`config.mk`:
```
export PLATFORM = sky130hd
export DESIGN_NAME = c2d_ram
export DESIGN_NICKNAME = d
export VERILOG_FILES = /design/src/rtl/c2d_ram.sv
export SDC_FILE = /design/constraint.sdc
export NUM_CORES = 1
export LEC_CHECK = 0
export ABC_CLOCK_PERIOD_IN_PS = 4300
export BUFFER_PORTS_ARGS = -buffer_cell sky130_fd_sc_hd__buf_2
export CAP_MARGIN = 5
export CORE_MARGIN = 2
export CORE_UTILIZATION = 35
export DETAILED_ROUTE_END_ITERATION = 6
export PLACE_DENSITY = 0.52
export SLEW_MARGIN = 15
export SYNTH_ARGS = -nofsm -noshare
export SYNTH_HDL_FRONTEND = slang
export SYNTH_SLANG_ARGS = --single-unit
export TNS_END_PERCENT = 10
```
`constraint.sdc`:
```
create_clock -name aclk -period 4.3 [get_ports aclk]
set_input_delay 0.86 -clock aclk [delete_from_list [all_inputs] [get_ports aclk]]
set_output_delay 0.86 -clock aclk [all_outputs]
set_load 0.1 [all_outputs]
```
`src/rtl/c2d_ram.sv`:
```
// c2d_ram: generic single-port-write, single-port-read RAM, registered read.
// No dependencies.
`timescale 1ns / 1ps
`default_nettype none
module c2d_ram #(
    parameter int WIDTH = 16,
    parameter int DEPTH = 64
) (
    input  wire logic                     aclk,
    input  wire logic                     we,
    input  wire logic [$clog2(DEPTH)-1:0] waddr,
    input  wire logic [WIDTH-1:0]         wdata,
    input  wire logic [$clog2(DEPTH)-1:0] raddr,
    output logic      [WIDTH-1:0]         rdata
);
    logic [WIDTH-1:0] mem [DEPTH];

    // write port and registered read port
    always_ff @(posedge aclk) begin
        if (we) begin
            mem[waddr] <= wdata;
        end
        rdata <= mem[raddr];
    end
endmodule
`default_nettype wire
```
==> impl_metrics.json <==
{
  "first_pass_iters": 5,
  "crit_path_max_fanout": 29,
  "intPower_w": 0.0168,
  "core_area_um2": 114000,
  "skew_ps": 27.9,
  "stdcell_count": 3652,
  "avgSynthCellArea_um2": 21.9,
  "cp_cell_sequence": "buf_8, buf_4, mux4_2, mux2i_1, a22oi_1, a31oi_1, a311oi_1",
  "drt_iter0_drc": 1963,
  "arrival_ps": 3520,
  "clock_sinks": 1040,
  "io_buffers": 45,
  "drt-total-wl_um": 103000,
  "grt_max_degree": 66,
  "grt_pass1_vias": 20206,
  "clockBufferDepth": 3,
  "async_flop_share": 0,
  "synth_area_leaders": "edfxtp_1 (77%), mux4_2 (12%), mux2i_1 (2.1%)",
  "irDropWorstVdd_uv": 317,
  "rsz0062_at_grt": "false",
  "outcome": "complete, no violations",
  "synth_cells": 1829,
  "p_seq_frac": 0.521,
  "cts_root_buffer": "clkbuf_16",
  "syn-cell-area_um2": 40000,
  "fp.dieH_um": 342,
  "critPathKind": "input pin to register",
  "hp-class": "input pin to register",
  "overflow": 0,
  "initial_core_util": 0.352,
  "dpl.hpwl_um": 64100,
  "hold_viol": 0,
  "ant_nets": 0,
  "final_common_cell": "edfxtp_1",
  "crit_family": "compound AO/OA/AOI/OAI gates",
  "p_leak_nw": 14.7,
  "drive_gt1_frac": 0.289,
  "fin_tns_setup_ps": 0,
  "critPathBufInv": 2,
  "drv_slew": 0,
  "dp_slack_ps": 603,
  "post_cts_buffers": 0,
  "yosysTopAreaCellShare": 0.768,
  "worstSetupEndpointType": "register",
  "antenna_found_initial": 11,
  "grt_usage": 0.177,
  "yosysWarnings": 0,
  "worstPathRequired_ps": 4830,
  "power_density_nw_per_um2": 467,
  "fillCellCount": 10013,
  "ys.flop_type": "edfxtp_1",
  "synth-seq-cells": 1040,
  "cap_violations": 0,
  "final_nets": 2071,
  "cts_tree": "done",
  "switchingPower_w": 0.00476,
  "ctsHoldBuffers": 0,
  "crit_slowest_cell": "a31oi_1",
  "mostFrequentLayoutCells": "edfxtp_1 (1,024), mux4_2 (220), buf_4 (152), clkbuf_16 (108), mux2i_1 (85)",
  "syn_nets": 1859,
  "vias": 19309,
  "p_comb_frac": 0.058,
  "ctsResizeCount": 0,
  "fin_crit_ps": 2990,
  "setup_ws_ps": 1310,
  "synth_edf_count": 1024,
  "clk_latency_ps": 690,
  "relSlewSlack": 0.262,
  "cpPeakStageDelay_ps": 600,
  "ys_types": 43,
  "max_slew.worst_pin.slew_ps": 1110,
  "swShare": 0.220,
  "synth_area_leader_cell": "edfxtp_1",
  "gp_congestion": 0.784,
  "die_w_um": 342,
  "grt_first_pass_wirelength_um": 148000,
  "ios": 46,
  "fin_crit_sh": 0.695,
  "fmax_mhz": 334,
  "route.detailed.drc": 0,
  "clock_power_share": 0.421,
  "utilization": 0.406,
  "timing.hold.ws_ps": 594,
  "dieArea_um2": 117000,
  "cts_max_level": 3,
  "vias_per_cell": 5.29,
  "dp_cells": 3443,
  "worstSetupStartpointType": "input pin",
  "path_clk_slew_ps": 60,
  "rows": 124,
  "ys_seq_area_frac": 0.776,
  "finalSetupViolations": 0,
  "routedWlPerCell_um": 28.3,
  "area_growth_pct": 15.6,
  "numCtsBuffers": 108
}
sequential cells by signal (all words and copies together), names as in the netlist:
signal / count
mem: 1024
rdata: 16
metrics by stage:
step / power, W / cell area, um2
3_3_place_gp: 0.0127 / 42800
2_1_floorplan: 0.0122 / 40000
4_1_cts: 0.0218 / 46300
3_5_place_dp: 0.0128 / 42800
5_1_grt: 0.0223 / 46300
6_report: 0.0216 / 46300
final cells by class:
type,instances,area (um2),area share
multi-input combinational,685,8270,0.179
clock inverter,57,568,0.0123
clock buffer,147,2890,0.0624
tap,1512,1890,0.0409
antenna,5,12.5,0.000270
sequential,1040,31100,0.671
timing repair buffer,206,1570,0.0340
power by group through the flow:
stage / clock, W / combinational (W) / sequential [W]
finish: 0.00909 / 0.00125 / 0.0113
global route: 0.00966 / 0.00132 / 0.0113
CTS: 0.00927 / 0.00127 / 0.0113
detailed placement: 0 / 0.00127 / 0.0115
global placement: 0 / 0.00126 / 0.0115
floorplan: 0 / 0.000581 / 0.0116
worst register-to-register path: stages (launching register included):
cell      delay [ps]
edfxtp_1         370
mux4_2           480
mux2i_1          360
a22oi_1          300
a31oi_1          600
a311oi_1         110
Yosys cell counts (all sizes together), types with 16 or more instances:
master	count
mux4	224
nand3	24
mux2	27
a21oi	17
edfxtp	1024
a22oi	39
buf	77
clkbuf	27
dfxtp	16
nor2b	30
a221oi	16
nor2	74
mux2i	85
nand2	60
metal layers:
layer  vias up  share of wire  track usage
met3       143          0.053       0.0310
li1       8139              -            -
met5         -        0.00038            0
met4         6          0.021       0.0416
met1     10467           0.44        0.246
met2       554           0.49        0.291
cells by family (layout without fill, tap and decap cells):
| kind of cell | after synthesis | in the layout | share of synthesized area |
|---|---|---|---|
| AND/OR/NAND/NOR | 220 | 220 | 0.0265 |
| buffers and inverters | 104 | 410 | 0.0183 |
| multiplexers | 336 | 336 | 0.155 |
| other | 0 | 5 | 0 |
| AO/OA/AOI/OAI | 129 | 129 | 0.0241 |
| flip-flops | 1040 | 1040 | 0.776 |
final timing paths:
| kind | from | end | slack, ps | depth (start not counted) |
|---|---|---|---|---|
| hold reg to reg | mem[37][11]$_DFFE_PP_ | rdata[11]$_DFF_P_ | 890 | 3 |
| setup / recovery | raddr[0] | rdata[3]$_DFF_P_ | 1310 | 7 |
| setup reg to reg | mem[7][3]$_DFFE_PP_ | rdata[3]$_DFF_P_ | 1930 | 5 |
| hold / removal | wdata[11] | mem[5][11]$_DFFE_PP_ | 590 | 1 |
No activity file was read; power rests on OpenSTA's default activity.
